$ cat src/hw/rtl/dfe_pkg.sv
// ----------------------------------------------------------------------------
// dfe_pkg: shared types and constants of the delimited field extractor
// Register indexes, outcome and phase codes, defaults, and the structs that
// travel between the front end, the command queue and the back end.
// ----------------------------------------------------------------------------
`timescale 1ns / 1ps

package dfe_pkg;

   // Default sizing of the block
   localparam int CAPTURE_DEPTH_DEFAULT     = 64;
   localparam int MAX_PATTERN_BYTES_DEFAULT = 8;
   localparam int CMD_QUEUE_DEPTH           = 2;

   // Fixed field widths
   localparam int BYTE_W        = 8;
   localparam int PATTERN_W     = 64;
   localparam int LENGTH_W      = 4;
   localparam int OCC_W         = 16;
   localparam int CAPT_COUNT_W  = 8;
   localparam int CSR_INDEX_W   = 3;
   localparam int CSR_DATA_W    = 64;
   localparam int OUTCOME_W     = 2;

   // Configuration register indexes
   typedef enum logic [CSR_INDEX_W-1:0] {
      CSR_START_PATTERN = 3'd0,
      CSR_START_LENGTH  = 3'd1,
      CSR_END_PATTERN   = 3'd2,
      CSR_END_LENGTH    = 3'd3,
      CSR_OCCURRENCE    = 3'd4
   } csr_index_type;

   // Outcome codes carried on every result of a run
   typedef enum logic [OUTCOME_W-1:0] {
      OUTCOME_FOUND     = 2'd0,
      OUTCOME_NOT_FOUND = 2'd1,
      OUTCOME_TRUNCATED = 2'd2
   } outcome_type;

   // Per-source scan phase
   typedef enum logic [1:0] {
      PH_SEARCH  = 2'd0,
      PH_CAPTURE = 2'd1,
      PH_DONE    = 2'd2
   } phase_type;

   // Control part of a run command (the byte count travels beside it)
   typedef struct packed {
      logic        bank;
      outcome_type outcome;
   } cmd_ctl_type;

   // Back end hands a capture bank back to the front end
   typedef struct packed {
      logic valid;
      logic bank;
   } release_type;

   // Effective delimiter length: 0 acts as 1, anything above max acts as max
   function automatic logic [LENGTH_W-1:0] eff_len(input logic [LENGTH_W-1:0] len,
                                                   input int unsigned max_bytes);
      logic [LENGTH_W-1:0] max_len;
      max_len = LENGTH_W'(max_bytes);
      if (len == '0) begin
         return LENGTH_W'(1);
      end else if (len > max_len) begin
         return max_len;
      end
      return len;
   endfunction

endpackage

$ cat src/hw/rtl/dfe_ram.sv
// ----------------------------------------------------------------------------
// dfe_ram: generic simple dual-port RAM
// One write port, one read port with registered read data. Read data holds
// while the read enable is low.
// ----------------------------------------------------------------------------
`timescale 1ns / 1ps

module dfe_ram #(
   parameter int WIDTH = 8,
   parameter int DEPTH = 128
) (
   input  logic                     clock,
   input  logic                     wr_en,
   input  logic [$clog2(DEPTH)-1:0] wr_addr,
   input  logic [WIDTH-1:0]         wr_data,
   input  logic                     rd_en,
   input  logic [$clog2(DEPTH)-1:0] rd_addr,
   output logic [WIDTH-1:0]         rd_data
);

   logic [WIDTH-1:0] mem_ff [DEPTH];
   logic [WIDTH-1:0] rd_data_ff;

   always_ff @(posedge clock) begin
      if (wr_en) begin
         mem_ff[wr_addr] <= wr_data;
      end
      if (rd_en) begin
         rd_data_ff <= mem_ff[rd_addr];
      end
   end

   assign rd_data = rd_data_ff;

endmodule

$ cat src/hw/rtl/dfe_cmd_queue.sv
// ----------------------------------------------------------------------------
// dfe_cmd_queue: short command FIFO between front end and back end
// Holds run commands so the front end keeps scanning while the back end
// streams out an earlier payload.
// ----------------------------------------------------------------------------
`timescale 1ns / 1ps

module dfe_cmd_queue #(
   parameter int WIDTH = 10,
   parameter int DEPTH = dfe_pkg::CMD_QUEUE_DEPTH
) (
   input  logic             clock,
   input  logic             reset,
   input  logic             push,
   input  logic [WIDTH-1:0] push_data,
   input  logic             pop,
   output logic [WIDTH-1:0] pop_data,
   output logic             empty,
   output logic             full
);

   localparam int PTR_W   = (DEPTH > 1) ? $clog2(DEPTH) : 1;
   localparam int COUNT_W = $clog2(DEPTH + 1);

   logic [WIDTH-1:0]   entry_ff [DEPTH];
   logic [PTR_W-1:0]   wr_ptr_ff, wr_ptr_in;
   logic [PTR_W-1:0]   rd_ptr_ff, rd_ptr_in;
   logic [COUNT_W-1:0] count_ff, count_in;

   // Pointer and occupancy update
   always_comb begin
      wr_ptr_in = wr_ptr_ff;
      rd_ptr_in = rd_ptr_ff;
      count_in  = count_ff;
      if (push) begin
         wr_ptr_in = (wr_ptr_ff == PTR_W'(DEPTH - 1)) ? '0 : PTR_W'(wr_ptr_ff + 1'b1);
      end
      if (pop) begin
         rd_ptr_in = (rd_ptr_ff == PTR_W'(DEPTH - 1)) ? '0 : PTR_W'(rd_ptr_ff + 1'b1);
      end
      if (push && !pop) begin
         count_in = COUNT_W'(count_ff + 1'b1);
      end else if (pop && !push) begin
         count_in = COUNT_W'(count_ff - 1'b1);
      end
   end

   always_ff @(posedge clock) begin
      if (reset) begin
         wr_ptr_ff <= '0;
         rd_ptr_ff <= '0;
         count_ff  <= '0;
      end else begin
         wr_ptr_ff <= wr_ptr_in;
         rd_ptr_ff <= rd_ptr_in;
         count_ff  <= count_in;
      end
   end

   // Entry storage, no reset needed
   always_ff @(posedge clock) begin
      if (push) begin
         entry_ff[wr_ptr_ff] <= push_data;
      end
   end

   assign pop_data = entry_ff[rd_ptr_ff];
   assign empty    = (count_ff == '0);
   assign full     = (count_ff == COUNT_W'(DEPTH));

   // Occupancy must stay consistent with the traffic
   a_no_pop_when_empty: assert property (@(posedge clock) disable iff (reset)
      pop |-> (count_ff != '0))
      else $error("command queue popped while empty");

   a_no_push_when_full: assert property (@(posedge clock) disable iff (reset)
      (push && !pop) |-> (count_ff != COUNT_W'(DEPTH)))
      else $error("command queue pushed while full");

endmodule

$ cat src/hw/rtl/dfe_front.sv
// ----------------------------------------------------------------------------
// dfe_front: scan front end of the delimited field extractor
// Holds the configuration registers, slides the delimiter window, counts
// start matches, writes captured bytes into the capture RAM and issues one
// run command per closed field or per source end without a field.
// ----------------------------------------------------------------------------
`timescale 1ns / 1ps

module dfe_front #(
   parameter int CAPTURE_DEPTH     = dfe_pkg::CAPTURE_DEPTH_DEFAULT,
   parameter int MAX_PATTERN_BYTES = dfe_pkg::MAX_PATTERN_BYTES_DEFAULT
) (
   input  logic                                      clock,
   input  logic                                      reset,
   // configuration writes
   input  logic                                      csr_write,
   input  logic [dfe_pkg::CSR_INDEX_W-1:0]           csr_index,
   input  logic [dfe_pkg::CSR_DATA_W-1:0]            csr_data,
   // text input
   input  logic                                      req_valid,
   output logic                                      req_stall,
   input  logic [dfe_pkg::BYTE_W-1:0]                req_text_byte,
   input  logic                                      req_source_end,
   // command queue
   input  logic                                      q_full,
   output logic                                      cmd_push,
   output dfe_pkg::cmd_ctl_type                      cmd_ctl,
   output logic [$clog2(CAPTURE_DEPTH+1)-1:0]        cmd_count,
   // bank hand-back from the back end
   input  dfe_pkg::release_type                      release_in,
   // capture RAM write port
   output logic                                      ram_wr_en,
   output logic [$clog2(CAPTURE_DEPTH):0]            ram_wr_addr,
   output logic [dfe_pkg::BYTE_W-1:0]                ram_wr_data
);

   localparam int WIN_W  = dfe_pkg::BYTE_W * MAX_PATTERN_BYTES;
   localparam int FILL_W = $clog2(MAX_PATTERN_BYTES + 1);
   localparam int IDX_W  = $clog2(CAPTURE_DEPTH);
   localparam int CNT_W  = $clog2(CAPTURE_DEPTH + 1);
   localparam int LEN_W  = dfe_pkg::LENGTH_W;
   localparam int OCC_W  = dfe_pkg::OCC_W;
   localparam int CAP_W  = dfe_pkg::CAPT_COUNT_W;

   // Configuration registers
   logic [dfe_pkg::PATTERN_W-1:0] start_pattern_ff;
   logic [LEN_W-1:0]              start_length_ff;
   logic [dfe_pkg::PATTERN_W-1:0] end_pattern_ff;
   logic [LEN_W-1:0]              end_length_ff;
   logic [OCC_W-1:0]              occurrence_ff;

   // Scan state
   logic [WIN_W-1:0]       window_ff, window_in;
   logic [FILL_W-1:0]      fill_ff, fill_in;
   logic [OCC_W-1:0]       match_count_ff, match_count_in;
   dfe_pkg::phase_type     phase_ff, phase_in;
   logic [CAP_W-1:0]       captured_ff, captured_in;
   logic                   bank_ff, bank_in;
   logic [1:0]             busy_ff, busy_in;

   // Step values for the byte on the input
   logic                   req_accept;
   logic [WIN_W-1:0]       win_step;
   logic [FILL_W-1:0]      fill_step;
   logic [OCC_W-1:0]       mc_step;
   logic [CAP_W-1:0]       cap_step;
   logic [LEN_W-1:0]       start_len;
   logic [LEN_W-1:0]       end_len;
   logic                   start_seen;
   logic                   end_seen;
   logic                   start_hit;
   logic                   open_field;
   logic                   close_field;
   logic [CAP_W-1:0]       payload;
   logic                   truncated;
   logic [CNT_W-1:0]       run_count;

   // Configuration write port
   always_ff @(posedge clock) begin
      if (reset) begin
         start_pattern_ff <= '0;
         start_length_ff  <= LEN_W'(1);
         end_pattern_ff   <= '0;
         end_length_ff    <= LEN_W'(1);
         occurrence_ff    <= OCC_W'(1);
      end else if (csr_write) begin
         unique case (csr_index)
            dfe_pkg::CSR_START_PATTERN: start_pattern_ff <= csr_data;
            dfe_pkg::CSR_START_LENGTH:  start_length_ff  <= csr_data[LEN_W-1:0];
            dfe_pkg::CSR_END_PATTERN:   end_pattern_ff   <= csr_data;
            dfe_pkg::CSR_END_LENGTH:    end_length_ff    <= csr_data[LEN_W-1:0];
            dfe_pkg::CSR_OCCURRENCE:    occurrence_ff    <= csr_data[OCC_W-1:0];
            default: ;
         endcase
      end
   end

   // Input handshake: hold off while the queue is full or our bank is in use
   assign req_stall  = q_full || busy_ff[bank_ff];
   assign req_accept = req_valid && !req_stall;

   // Shifted window and saturating counters for this byte
   always_comb begin
      win_step  = WIN_W'({req_text_byte, window_ff} >> dfe_pkg::BYTE_W);
      fill_step = (fill_ff < FILL_W'(MAX_PATTERN_BYTES)) ? FILL_W'(fill_ff + 1'b1) : fill_ff;
      mc_step   = (match_count_ff != '1) ? OCC_W'(match_count_ff + 1'b1) : match_count_ff;
      cap_step  = (captured_ff != '1) ? CAP_W'(captured_ff + 1'b1) : captured_ff;
      start_len = dfe_pkg::eff_len(start_length_ff, MAX_PATTERN_BYTES);
      end_len   = dfe_pkg::eff_len(end_length_ff, MAX_PATTERN_BYTES);
   end

   // Parallel delimiter compare, one candidate per length, newest byte on top
   always_comb begin
      logic s_eq;
      logic e_eq;
      start_seen = 1'b0;
      end_seen   = 1'b0;
      for (int l = 1; l <= MAX_PATTERN_BYTES; l++) begin
         s_eq = 1'b1;
         e_eq = 1'b1;
         for (int j = 0; j < l; j++) begin
            s_eq = s_eq & (win_step[dfe_pkg::BYTE_W*(MAX_PATTERN_BYTES-l+j) +: dfe_pkg::BYTE_W]
                           == start_pattern_ff[dfe_pkg::BYTE_W*j +: dfe_pkg::BYTE_W]);
            e_eq = e_eq & (win_step[dfe_pkg::BYTE_W*(MAX_PATTERN_BYTES-l+j) +: dfe_pkg::BYTE_W]
                           == end_pattern_ff[dfe_pkg::BYTE_W*j +: dfe_pkg::BYTE_W]);
         end
         if (LEN_W'(l) == start_len) begin
            start_seen = s_eq;
         end
         if (LEN_W'(l) == end_len) begin
            end_seen = e_eq;
         end
      end
   end

   // Field open/close decisions and payload sizing
   always_comb begin
      start_hit   = start_seen && (LEN_W'(fill_step) >= start_len);
      open_field  = (phase_ff == dfe_pkg::PH_SEARCH) && start_hit &&
                    (occurrence_ff != '0) && (mc_step == occurrence_ff);
      close_field = (phase_ff == dfe_pkg::PH_CAPTURE) && end_seen &&
                    (LEN_W'(fill_step) >= end_len);
      payload     = CAP_W'(cap_step - CAP_W'(end_len));
      truncated   = payload > CAP_W'(CAPTURE_DEPTH);
      run_count   = truncated ? CNT_W'(CAPTURE_DEPTH) : payload[CNT_W-1:0];
   end

   // Phase next state
   always_comb begin
      phase_in = phase_ff;
      if (req_accept) begin
         unique case (phase_ff)
            dfe_pkg::PH_SEARCH:  if (open_field) phase_in = dfe_pkg::PH_CAPTURE;
            dfe_pkg::PH_CAPTURE: if (close_field) phase_in = dfe_pkg::PH_DONE;
            dfe_pkg::PH_DONE:    phase_in = dfe_pkg::PH_DONE;
            default:             phase_in = dfe_pkg::PH_SEARCH;
         endcase
         if (req_source_end) begin
            phase_in = dfe_pkg::PH_SEARCH;
         end
      end
   end

   // Datapath, capture writes and command issue
   always_comb begin
      window_in      = window_ff;
      fill_in        = fill_ff;
      match_count_in = match_count_ff;
      captured_in    = captured_ff;
      bank_in        = bank_ff;
      busy_in        = busy_ff;
      cmd_push       = 1'b0;
      cmd_ctl.bank    = bank_ff;
      cmd_ctl.outcome = dfe_pkg::OUTCOME_NOT_FOUND;
      cmd_count      = '0;
      ram_wr_en      = 1'b0;
      ram_wr_addr    = {bank_ff, captured_ff[IDX_W-1:0]};
      ram_wr_data    = req_text_byte;

      // back end done reading a bank
      if (release_in.valid) begin
         busy_in[release_in.bank] = 1'b0;
      end

      if (req_accept) begin
         window_in = win_step;
         fill_in   = fill_step;
         if ((phase_ff == dfe_pkg::PH_SEARCH) && start_hit) begin
            match_count_in = mc_step;
         end
         if (open_field) begin
            fill_in     = '0;
            captured_in = '0;
         end
         if (phase_ff == dfe_pkg::PH_CAPTURE) begin
            ram_wr_en   = captured_ff < CAP_W'(CAPTURE_DEPTH);
            captured_in = cap_step;
         end
         if (close_field) begin
            cmd_push        = 1'b1;
            cmd_ctl.outcome = truncated ? dfe_pkg::OUTCOME_TRUNCATED : dfe_pkg::OUTCOME_FOUND;
            cmd_count       = run_count;
            // a non-empty run owns this bank until the back end drains it
            if (run_count != '0) begin
               busy_in[bank_ff] = 1'b1;
               bank_in          = !bank_ff;
            end
         end
         if (req_source_end) begin
            if (!close_field && (phase_ff != dfe_pkg::PH_DONE)) begin
               cmd_push        = 1'b1;
               cmd_ctl.outcome = dfe_pkg::OUTCOME_NOT_FOUND;
               cmd_count       = '0;
            end
            window_in      = '0;
            fill_in        = '0;
            match_count_in = '0;
            captured_in    = '0;
         end
      end
   end

   always_ff @(posedge clock) begin
      if (reset) begin
         window_ff      <= '0;
         fill_ff        <= '0;
         match_count_ff <= '0;
         phase_ff       <= dfe_pkg::PH_SEARCH;
         captured_ff    <= '0;
         bank_ff        <= 1'b0;
         busy_ff        <= '0;
      end else begin
         window_ff      <= window_in;
         fill_ff        <= fill_in;
         match_count_ff <= match_count_in;
         phase_ff       <= phase_in;
         captured_ff    <= captured_in;
         bank_ff        <= bank_in;
         busy_ff        <= busy_in;
      end
   end

   // A capture write never lands in a bank the back end still reads
   a_write_free_bank: assert property (@(posedge clock) disable iff (reset)
      ram_wr_en |-> !busy_ff[bank_ff])
      else $error("capture write into a bank that is still draining");

   // Only one command per transfer, and never into a full queue
   a_push_has_room: assert property (@(posedge clock) disable iff (reset)
      cmd_push |-> (req_accept && !q_full))
      else $error("run command issued without a transfer or queue room");

endmodule

$ cat src/hw/rtl/dfe_back.sv
// ----------------------------------------------------------------------------
// dfe_back: result back end of the delimited field extractor
// Pops run commands, reads the payload from the capture RAM one byte per
// cycle while the result channel does not stall, and drives the result
// channel through a read stage and an output register.
// ----------------------------------------------------------------------------
`timescale 1ns / 1ps

module dfe_back #(
   parameter int CAPTURE_DEPTH = dfe_pkg::CAPTURE_DEPTH_DEFAULT
) (
   input  logic                                clock,
   input  logic                                reset,
   // command queue
   input  logic                                q_empty,
   input  dfe_pkg::cmd_ctl_type                cmd_ctl,
   input  logic [$clog2(CAPTURE_DEPTH+1)-1:0]  cmd_count,
   output logic                                cmd_pop,
   // capture RAM read port
   output logic                                ram_rd_en,
   output logic [$clog2(CAPTURE_DEPTH):0]      ram_rd_addr,
   input  logic [dfe_pkg::BYTE_W-1:0]          ram_rd_data,
   // bank hand-back to the front end
   output dfe_pkg::release_type                release_out,
   // result channel
   output logic                                rsp_valid,
   input  logic                                rsp_stall,
   output logic [dfe_pkg::BYTE_W-1:0]          rsp_field_byte,
   output logic                                rsp_byte_present,
   output logic                                rsp_run_last,
   output logic [dfe_pkg::OUTCOME_W-1:0]       rsp_outcome
);

   localparam int IDX_W = $clog2(CAPTURE_DEPTH);
   localparam int CNT_W = $clog2(CAPTURE_DEPTH + 1);

   // Run in progress
   logic                  run_active_ff, run_active_in;
   logic                  run_bank_ff, run_bank_in;
   logic [CNT_W-1:0]      run_count_ff, run_count_in;
   logic [CNT_W-1:0]      run_idx_ff, run_idx_in;
   dfe_pkg::outcome_type  run_oc_ff, run_oc_in;

   // Read stage (RAM data arrives with it)
   logic                  pend_valid_ff, pend_valid_in;
   logic                  pend_present_ff, pend_present_in;
   logic                  pend_last_ff, pend_last_in;
   dfe_pkg::outcome_type  pend_oc_ff, pend_oc_in;

   // Output register
   logic                        out_valid_ff, out_valid_in;
   logic [dfe_pkg::BYTE_W-1:0]  out_byte_ff, out_byte_in;
   logic                        out_present_ff, out_present_in;
   logic                        out_last_ff, out_last_in;
   dfe_pkg::outcome_type        out_oc_ff, out_oc_in;

   // Current element
   logic                  have_item;
   logic                  cur_bank;
   logic [CNT_W-1:0]      cur_count;
   logic [CNT_W-1:0]      cur_idx;
   dfe_pkg::outcome_type  cur_oc;
   logic                  cur_present;
   logic [CNT_W-1:0]      idx_next;
   logic                  cur_last;
   logic                  pend_adv;
   logic                  slot_free;
   logic                  issue;

   // Pick the element to issue: running run first, else the queue head
   always_comb begin
      have_item = run_active_ff || !q_empty;
      if (run_active_ff) begin
         cur_bank  = run_bank_ff;
         cur_count = run_count_ff;
         cur_idx   = run_idx_ff;
         cur_oc    = run_oc_ff;
      end else begin
         cur_bank  = cmd_ctl.bank;
         cur_count = cmd_count;
         cur_idx   = '0;
         cur_oc    = cmd_ctl.outcome;
      end
      cur_present = (cur_count != '0);
      idx_next    = CNT_W'(cur_idx + 1'b1);
      cur_last    = !cur_present || (idx_next == cur_count);
      pend_adv    = pend_valid_ff && (!out_valid_ff || !rsp_stall);
      slot_free   = !pend_valid_ff || pend_adv;
      issue       = slot_free && have_item;
   end

   assign cmd_pop           = issue && !run_active_ff;
   assign ram_rd_en         = issue && cur_present;
   assign ram_rd_addr       = {cur_bank, cur_idx[IDX_W-1:0]};
   assign release_out.valid = issue && cur_present && cur_last;
   assign release_out.bank  = cur_bank;

   // Run sequencer
   always_comb begin
      run_active_in = run_active_ff;
      run_bank_in   = run_bank_ff;
      run_count_in  = run_count_ff;
      run_idx_in    = run_idx_ff;
      run_oc_in     = run_oc_ff;
      if (issue) begin
         run_active_in = !cur_last;
         run_bank_in   = cur_bank;
         run_count_in  = cur_count;
         run_idx_in    = idx_next;
         run_oc_in     = cur_oc;
      end
   end

   // Read stage and output register
   always_comb begin
      pend_valid_in   = pend_valid_ff;
      pend_present_in = pend_present_ff;
      pend_last_in    = pend_last_ff;
      pend_oc_in      = pend_oc_ff;
      out_valid_in    = out_valid_ff;
      out_byte_in     = out_byte_ff;
      out_present_in  = out_present_ff;
      out_last_in     = out_last_ff;
      out_oc_in       = out_oc_ff;
      if (slot_free) begin
         pend_valid_in   = issue;
         pend_present_in = cur_present;
         pend_last_in    = cur_last;
         pend_oc_in      = cur_oc;
      end
      if (pend_adv) begin
         out_valid_in   = 1'b1;
         out_byte_in    = pend_present_ff ? ram_rd_data : '0;
         out_present_in = pend_present_ff;
         out_last_in    = pend_last_ff;
         out_oc_in      = pend_oc_ff;
      end else if (!rsp_stall) begin
         out_valid_in = 1'b0;
      end
   end

   always_ff @(posedge clock) begin
      if (reset) begin
         run_active_ff <= 1'b0;
         pend_valid_ff <= 1'b0;
         out_valid_ff  <= 1'b0;
      end else begin
         run_active_ff <= run_active_in;
         pend_valid_ff <= pend_valid_in;
         out_valid_ff  <= out_valid_in;
      end
   end

   always_ff @(posedge clock) begin
      run_bank_ff     <= run_bank_in;
      run_count_ff    <= run_count_in;
      run_idx_ff      <= run_idx_in;
      run_oc_ff       <= run_oc_in;
      pend_present_ff <= pend_present_in;
      pend_last_ff    <= pend_last_in;
      pend_oc_ff      <= pend_oc_in;
      out_byte_ff     <= out_byte_in;
      out_present_ff  <= out_present_in;
      out_last_ff     <= out_last_in;
      out_oc_ff       <= out_oc_in;
   end

   assign rsp_valid        = out_valid_ff;
   assign rsp_field_byte   = out_byte_ff;
   assign rsp_byte_present = out_present_ff;
   assign rsp_run_last     = out_last_ff;
   assign rsp_outcome      = out_oc_ff;

   // An empty or status-only result always closes its run
   a_empty_is_last: assert property (@(posedge clock) disable iff (reset)
      (out_valid_ff && !out_present_ff) |-> (out_last_ff && (out_byte_ff == '0)))
      else $error("empty result not marked as end of run");

   // Payload bytes only belong to found or truncated runs
   a_payload_found: assert property (@(posedge clock) disable iff (reset)
      (out_valid_ff && out_present_ff) |-> (out_oc_ff != dfe_pkg::OUTCOME_NOT_FOUND))
      else $error("payload byte carries not-found outcome");

endmodule

$ cat src/hw/rtl/delimited_field_extractor.sv
// ----------------------------------------------------------------------------
// delimited_field_extractor: n-th occurrence delimited field extraction
// The byte that closes the field (or ends the source) queues a run command;
//   payload bytes then stream out 1 per cycle while rsp_stall is low.
// Throughput: 1 text byte per cycle; req_stall rises only while both capture
//   RAM banks wait to be drained or the 2-entry command queue is full.
// Reset: synchronous; clears registers to their defaults and all scan state.
// ----------------------------------------------------------------------------
`timescale 1ns / 1ps

module delimited_field_extractor #(
   parameter int CAPTURE_DEPTH     = dfe_pkg::CAPTURE_DEPTH_DEFAULT,
   parameter int MAX_PATTERN_BYTES = dfe_pkg::MAX_PATTERN_BYTES_DEFAULT
) (
   input  logic                               clock,
   input  logic                               reset,
   // configuration
   input  logic                               csr_write,
   input  logic [dfe_pkg::CSR_INDEX_W-1:0]    csr_index,
   input  logic [dfe_pkg::CSR_DATA_W-1:0]     csr_data,
   // text input
   input  logic                               req_valid,
   output logic                               req_stall,
   input  logic [dfe_pkg::BYTE_W-1:0]         req_text_byte,
   input  logic                               req_source_end,
   // results
   output logic                               rsp_valid,
   input  logic                               rsp_stall,
   output logic [dfe_pkg::BYTE_W-1:0]         rsp_field_byte,
   output logic                               rsp_byte_present,
   output logic                               rsp_run_last,
   output logic [dfe_pkg::OUTCOME_W-1:0]      rsp_outcome
);

   localparam int CNT_W   = $clog2(CAPTURE_DEPTH + 1);
   localparam int ADDR_W  = $clog2(CAPTURE_DEPTH) + 1;
   localparam int CTL_W   = $bits(dfe_pkg::cmd_ctl_type);
   localparam int CMD_W   = CTL_W + CNT_W;

   logic                         q_full;
   logic                         q_empty;
   logic                         cmd_push;
   logic                         cmd_pop;
   dfe_pkg::cmd_ctl_type         push_ctl;
   logic [CNT_W-1:0]             push_count;
   logic [CMD_W-1:0]             pop_data;
   dfe_pkg::cmd_ctl_type         pop_ctl;
   logic [CNT_W-1:0]             pop_count;
   dfe_pkg::release_type         bank_release;
   logic                         ram_wr_en;
   logic [ADDR_W-1:0]            ram_wr_addr;
   logic [dfe_pkg::BYTE_W-1:0]   ram_wr_data;
   logic                         ram_rd_en;
   logic [ADDR_W-1:0]            ram_rd_addr;
   logic [dfe_pkg::BYTE_W-1:0]   ram_rd_data;

   // Scan front end
   dfe_front #(
      .CAPTURE_DEPTH     (CAPTURE_DEPTH),
      .MAX_PATTERN_BYTES (MAX_PATTERN_BYTES)
   ) u_front (
      .clock          (clock),
      .reset          (reset),
      .csr_write      (csr_write),
      .csr_index      (csr_index),
      .csr_data       (csr_data),
      .req_valid      (req_valid),
      .req_stall      (req_stall),
      .req_text_byte  (req_text_byte),
      .req_source_end (req_source_end),
      .q_full         (q_full),
      .cmd_push       (cmd_push),
      .cmd_ctl        (push_ctl),
      .cmd_count      (push_count),
      .release_in     (bank_release),
      .ram_wr_en      (ram_wr_en),
      .ram_wr_addr    (ram_wr_addr),
      .ram_wr_data    (ram_wr_data)
   );

   // Run commands between the two halves
   dfe_cmd_queue #(
      .WIDTH (CMD_W),
      .DEPTH (dfe_pkg::CMD_QUEUE_DEPTH)
   ) u_cmd_queue (
      .clock     (clock),
      .reset     (reset),
      .push      (cmd_push),
      .push_data ({push_ctl, push_count}),
      .pop       (cmd_pop),
      .pop_data  (pop_data),
      .empty     (q_empty),
      .full      (q_full)
   );

   assign pop_ctl   = dfe_pkg::cmd_ctl_type'(pop_data[CMD_W-1:CNT_W]);
   assign pop_count = pop_data[CNT_W-1:0];

   // Two-bank capture buffer
   dfe_ram #(
      .WIDTH (dfe_pkg::BYTE_W),
      .DEPTH (2 ** ADDR_W)
   ) u_capture_ram (
      .clock   (clock),
      .wr_en   (ram_wr_en),
      .wr_addr (ram_wr_addr),
      .wr_data (ram_wr_data),
      .rd_en   (ram_rd_en),
      .rd_addr (ram_rd_addr),
      .rd_data (ram_rd_data)
   );

   // Result back end
   dfe_back #(
      .CAPTURE_DEPTH (CAPTURE_DEPTH)
   ) u_back (
      .clock            (clock),
      .reset            (reset),
      .q_empty          (q_empty),
      .cmd_ctl          (pop_ctl),
      .cmd_count        (pop_count),
      .cmd_pop          (cmd_pop),
      .ram_rd_en        (ram_rd_en),
      .ram_rd_addr      (ram_rd_addr),
      .ram_rd_data      (ram_rd_data),
      .release_out      (bank_release),
      .rsp_valid        (rsp_valid),
      .rsp_stall        (rsp_stall),
      .rsp_field_byte   (rsp_field_byte),
      .rsp_byte_present (rsp_byte_present),
      .rsp_run_last     (rsp_run_last),
      .rsp_outcome      (rsp_outcome)
   );

endmodule

$ cat config.mk
export PLATFORM = sky130hd
export DESIGN_NAME = delimited_field_extractor
export DESIGN_NICKNAME = d
export VERILOG_FILES = /design/src/hw/rtl/dfe_pkg.sv /design/src/hw/rtl/dfe_ram.sv /design/src/hw/rtl/dfe_cmd_queue.sv /design/src/hw/rtl/dfe_front.sv /design/src/hw/rtl/dfe_back.sv /design/src/hw/rtl/delimited_field_extractor.sv
export SDC_FILE = /design/constraint.sdc
export NUM_CORES = 2
export LEC_CHECK = 0
export ABC_AREA = 1
export BUFFER_PORTS_ARGS = -buffer_cell sky130_fd_sc_hd__buf_2
export CORE_MARGIN = 1
export CORE_UTILIZATION = 35
export DETAILED_ROUTE_END_ITERATION = 7
export SLEW_MARGIN = 20
export SYNTH_ARGS = -nofsm -noshare
export SYNTH_HDL_FRONTEND = slang
export SYNTH_SLANG_ARGS = --single-unit
export TNS_END_PERCENT = 10
$ cat constraint.sdc
create_clock -name clock -period 8.95 [get_ports clock]
set_clock_uncertainty 0.15 [all_clocks]
set_input_delay 1.79 -clock clock [delete_from_list [all_inputs] [get_ports clock]]
set_output_delay 1.79 -clock clock [all_outputs]
set_load 0.05 [all_outputs]
==> flow_summary.json <==
{
  "fin_util_pct": 39.6,
  "dieArea_mm2": 0.175,
  "finalPower_w": 0.0175,
  "critPathTopFamily": "simple AND/OR/NAND/NOR gates",
  "ys_seq_area_share_pct": 61.8,
  "critical_path.n_buffers_inverters": 2,
  "grt_start_max_net_pins": 163,
  "numCtsBuffers": 145,
  "final.hold.worst_slack_ns": 0.270,
  "die_h_um": 419,
  "post_cts_resize_count": 0,
  "cts_hold_buffers": 0,
  "worst-path-max-fanout": 10,
  "synth_cell_type_count": 48,
  "crit_path_top_delay_cell": "sky130_fd_sc_hd__clkinv_1",
  "num_rows": 152,
  "worstPathRequired_ns": 9.21,
  "routed_wl_mm": 232,
  "rsz0062_at_grt": "false",
  "cp_data_arrival_time_ns": 5.21,
  "start_kind": "input pin",
  "synth-async-reset-ratio_pct": 0,
  "met3WireLength_mm": 21.5,
  "grt_overflow": 0,
  "synth.top_cell.area_share_pct": 53.6,
  "cts_root_buffer": "sky130_fd_sc_hd__clkbuf_16",
  "worst-slew-pin-transition_ns": 1.14,
  "tritoncts_num_sinks": 1334,
  "path_cells": "buf_6 > clkinv_1 > nand2_1 > nand4_1 > nor3_1 > nand2_1 > nor2_1 > nand3_1 > nand3_1 > nand3_1 > nand2_1 > nand2_1 > nand2_1 > nand3_1 > nor2_1",
  "cpPeakStageDelay_ns": 0.75,
  "die_x_um": 419,
  "post_synth_mux_area_share_pct": 0.0165,
  "placeableCoreArea_mm2": 0.172,
  "final_weighted_congestion_of_routability_driven_global_placement": 1.05,
  "synthesis.area_per_instance_um2": 10.1,
  "most_common_cell_in_the_netlist": "sky130_fd_sc_hd__edfxtp_1",
  "report.final.slew_viol_count": 0,
  "post_synth_design_cell_area_mm2": 0.0608,
  "number_of_enable_type_register_cells_in_the_synthesized_netlist": 1085,
  "remaining_antenna_violation_count": 0,
  "tritoncts_clock_tree": "built",
  "routed-wl-met2_mm": 103,
  "synth_xor_xnor_area_share_pct": 4.13,
  "worstSetupEndpointType": "flip-flop",
  "postSynthRegisterBits": 1334,
  "count_of_input_and_output_buffers": 94,
  "max-slew-margin-rel_pct": 23.9,
  "most_numerous_cell_types_in_the_synthesized_netlist": "1,085 x sky130_fd_sc_hd__edfxtp_1, 1,081 x sky130_fd_sc_hd__nor2_1, 765 x sky130_fd_sc_hd__nand2_1",
  "synth_top_family_by_area": "simple AND/OR/NAND/NOR gates",
  "post-route-drc-count": 0,
  "number_of_warnings_issued_by_yosys": 0,
  "fillcell_total": 16800,
  "ys_dominant_reg_cell": "sky130_fd_sc_hd__edfxtp_1",
  "cts-htree-levels": 4,
  "simple_gate_fraction_of_synth_area_pct": 14.5,
  "cts.clk_slew.worst_paths_ns": 0.06,
  "hp-class": "reg2reg",
  "outcome": "finished, final reports clean",
  "fmax_ghz": 0.202,
  "critPathKind": "in2reg",
  "first_pass_grt_wire_length_mm": 330,
  "post_cts_buffers": 0,
  "maxCapViolations": 0,
  "routedWlPerCell_um": 27.8,
  "synthesized_area_fraction_occupied_by_adder_cells_pct": 0.444,
  "postSynthNetCount": 6130,
  "power_per_cell_area_mw_per_mm2": 256,
  "synth.largest_area_cell": "sky130_fd_sc_hd__edfxtp_1",
  "via_per_inst": 5.73,
  "static-leakage-power_nw": 23.2,
  "drtIter0Drc": 6304,
  "areaGrowthSynthToFinish_pct": 12.0,
  "netlist_top_cells_area": "sky130_fd_sc_hd__edfxtp_1 54%, sky130_fd_sc_hd__dfxtp_1 8.2%, sky130_fd_sc_hd__nor2_1 6.7%",
  "synth-compound-area-share_pct": 14.4,
  "placed_area_mm2": 0.0632,
  "post-route-period-util_pct": 55.3,
  "setup_violations": 0,
  "nets": 6019,
  "period_minus_slack_ns": 4.95,
  "detail_route.wirelength.met1_mm": 94.4,
  "num_io_pins": 95,
  "vias": 47800,
  "path_common_cell": "sky130_fd_sc_hd__nand2_1",
  "max-clock-path-buffers": 3,
  "final_area_mm2": 0.0681,
  "antenna_found_initial": 8,
  "detailedRoute.firstPassIterationCount": 8,
  "drive_above_1_share_pct": 7.59,
  "detailedPlacementHpwl_mm": 148,
  "fin_setup_tns_ns": 0,
  "finalHoldViolCount": 0,
  "highest-signal-layer": "met5",
  "worst_ir_drop_vdd_mv": 0.214,
  "first_global_vias": 45400,
  "worstSkewPairLatency_ns": 0.81,
  "post_synth_inst_count": 6028,
  "starting_density_of_the_core_pct": 35.3,
  "groute.usage.overall_pct": 26.0
}
-- report_power, final --
group	switching (W)	total (W)	internal [W]
Clock	0.00265	0.00615	0.00351
Sequential	0.000139	0.00704	0.00690
Combinational	0.00312	0.00427	0.00115
-- per-layer routing --
| layer | up-vias | track usage (%) |
|---|---|---|
| met1 | 23500 | 34.6 |
| met5 | - | 0 |
| li1 | 21100 | - |
| met3 | 620 | 5.69 |
| met4 | 10 | 13.9 |
| met2 | 2591 | 39.6 |
-- stage by stage --
stage / setup WS, ns / std cells
2_1_floorplan: 4.75 / 6028
3_3_place_gp: 3.40 / 8080
3_5_place_dp: 3.31 / 8080
4_1_cts: 4.15 / 8346
5_1_grt: 3.89 / 8346
6_report: 4.00 / 8347
-- layout by cell type, fill, tap and decap left out, types with 85 or more instances in the layout --
master	count
sky130_fd_sc_hd__buf_2	85
sky130_fd_sc_hd__nor2_1	1080
sky130_fd_sc_hd__edfxtp_1	1085
sky130_fd_sc_hd__inv_1	247
sky130_fd_sc_hd__o22ai_1	235
sky130_fd_sc_hd__clkbuf_16	146
sky130_fd_sc_hd__o221ai_1	130
sky130_fd_sc_hd__a21oi_1	180
sky130_fd_sc_hd__o211ai_1	134
sky130_fd_sc_hd__nand2_1	759
sky130_fd_sc_hd__o21ai_0	704
sky130_fd_sc_hd__xnor2_1	171
sky130_fd_sc_hd__dfxtp_1	247
sky130_fd_sc_hd__nand3_1	184
sky130_fd_sc_hd__xor2_1	114
sky130_fd_sc_hd__buf_4	95
-- registers in the layout, summed over array words and instances (netlist names), 2 cells and up, named ones only --
name                      cells
u_front.match_count_ff       16
u_front.captured_ff           8
u_front.start_pattern_ff     64
u_front.fill_ff               4
u_front.busy_ff               2
u_back.run_idx_ff             7
u_capture_ram.mem_ff       1024
u_front.window_ff            56
u_back.pend_oc_ff             2
u_front.phase_ff              2
u_front.start_length_ff       4
u_back.rsp_outcome            2
u_cmd_queue.entry_ff         20
u_front.end_pattern_ff       64
u_front.occurrence_ff        16
u_cmd_queue.count_ff          2
u_back.run_oc_ff              2
u_back.rsp_field_byte         8
u_capture_ram.rd_data         8
u_front.end_length_ff         4
u_back.run_count_ff           7
-- final timing paths --
path / start / cells past startpoint / slack (ns) / endpoint
min reg2reg: u_back.pend_last_ff / 0 / 0.27 / u_back.rsp_run_last
max: req_text_byte[0] / 15 / 4.00 / u_cmd_queue.entry_ff[0][8]
min: u_back.pend_last_ff / 0 / 0.27 / u_back.rsp_run_last
max reg2reg: u_front.window_ff[41] / 12 / 4.26 / u_cmd_queue.entry_ff[0][8]
-- logic make-up (layout without fill, tap and decap cells) --
group / after synthesis / after routing
AO/OA/AOI/OAI: 1482 / 1482
XOR/XNOR: 286 / 286
adder cells (fa/ha/maj): 21 / 21
buffers and inverters: 722 / 730
flip-flops: 1334 / 1334
multiplexers: 1 / 1
other: 0 / 1
AND/OR/NAND/NOR: 2182 / 2182
-- final cells by class --
| type | instances | area [um2] | area share [%] |
|---|---|---|---|
| sequential | 1334 | 37600 | 55.2 |
| clock buffer | 180 | 3880 | 5.70 |
| antenna | 1 | 2.50 | 0.00367 |
| clock inverter | 86 | 1000 | 1.48 |
| inverter | 272 | 1040 | 1.52 |
| tap | 2310 | 2890 | 4.24 |
| multi-input combinational | 3972 | 20400 | 30.0 |
| timing repair buffer | 192 | 1310 | 1.92 |
(Power assumes the default switching activity.)
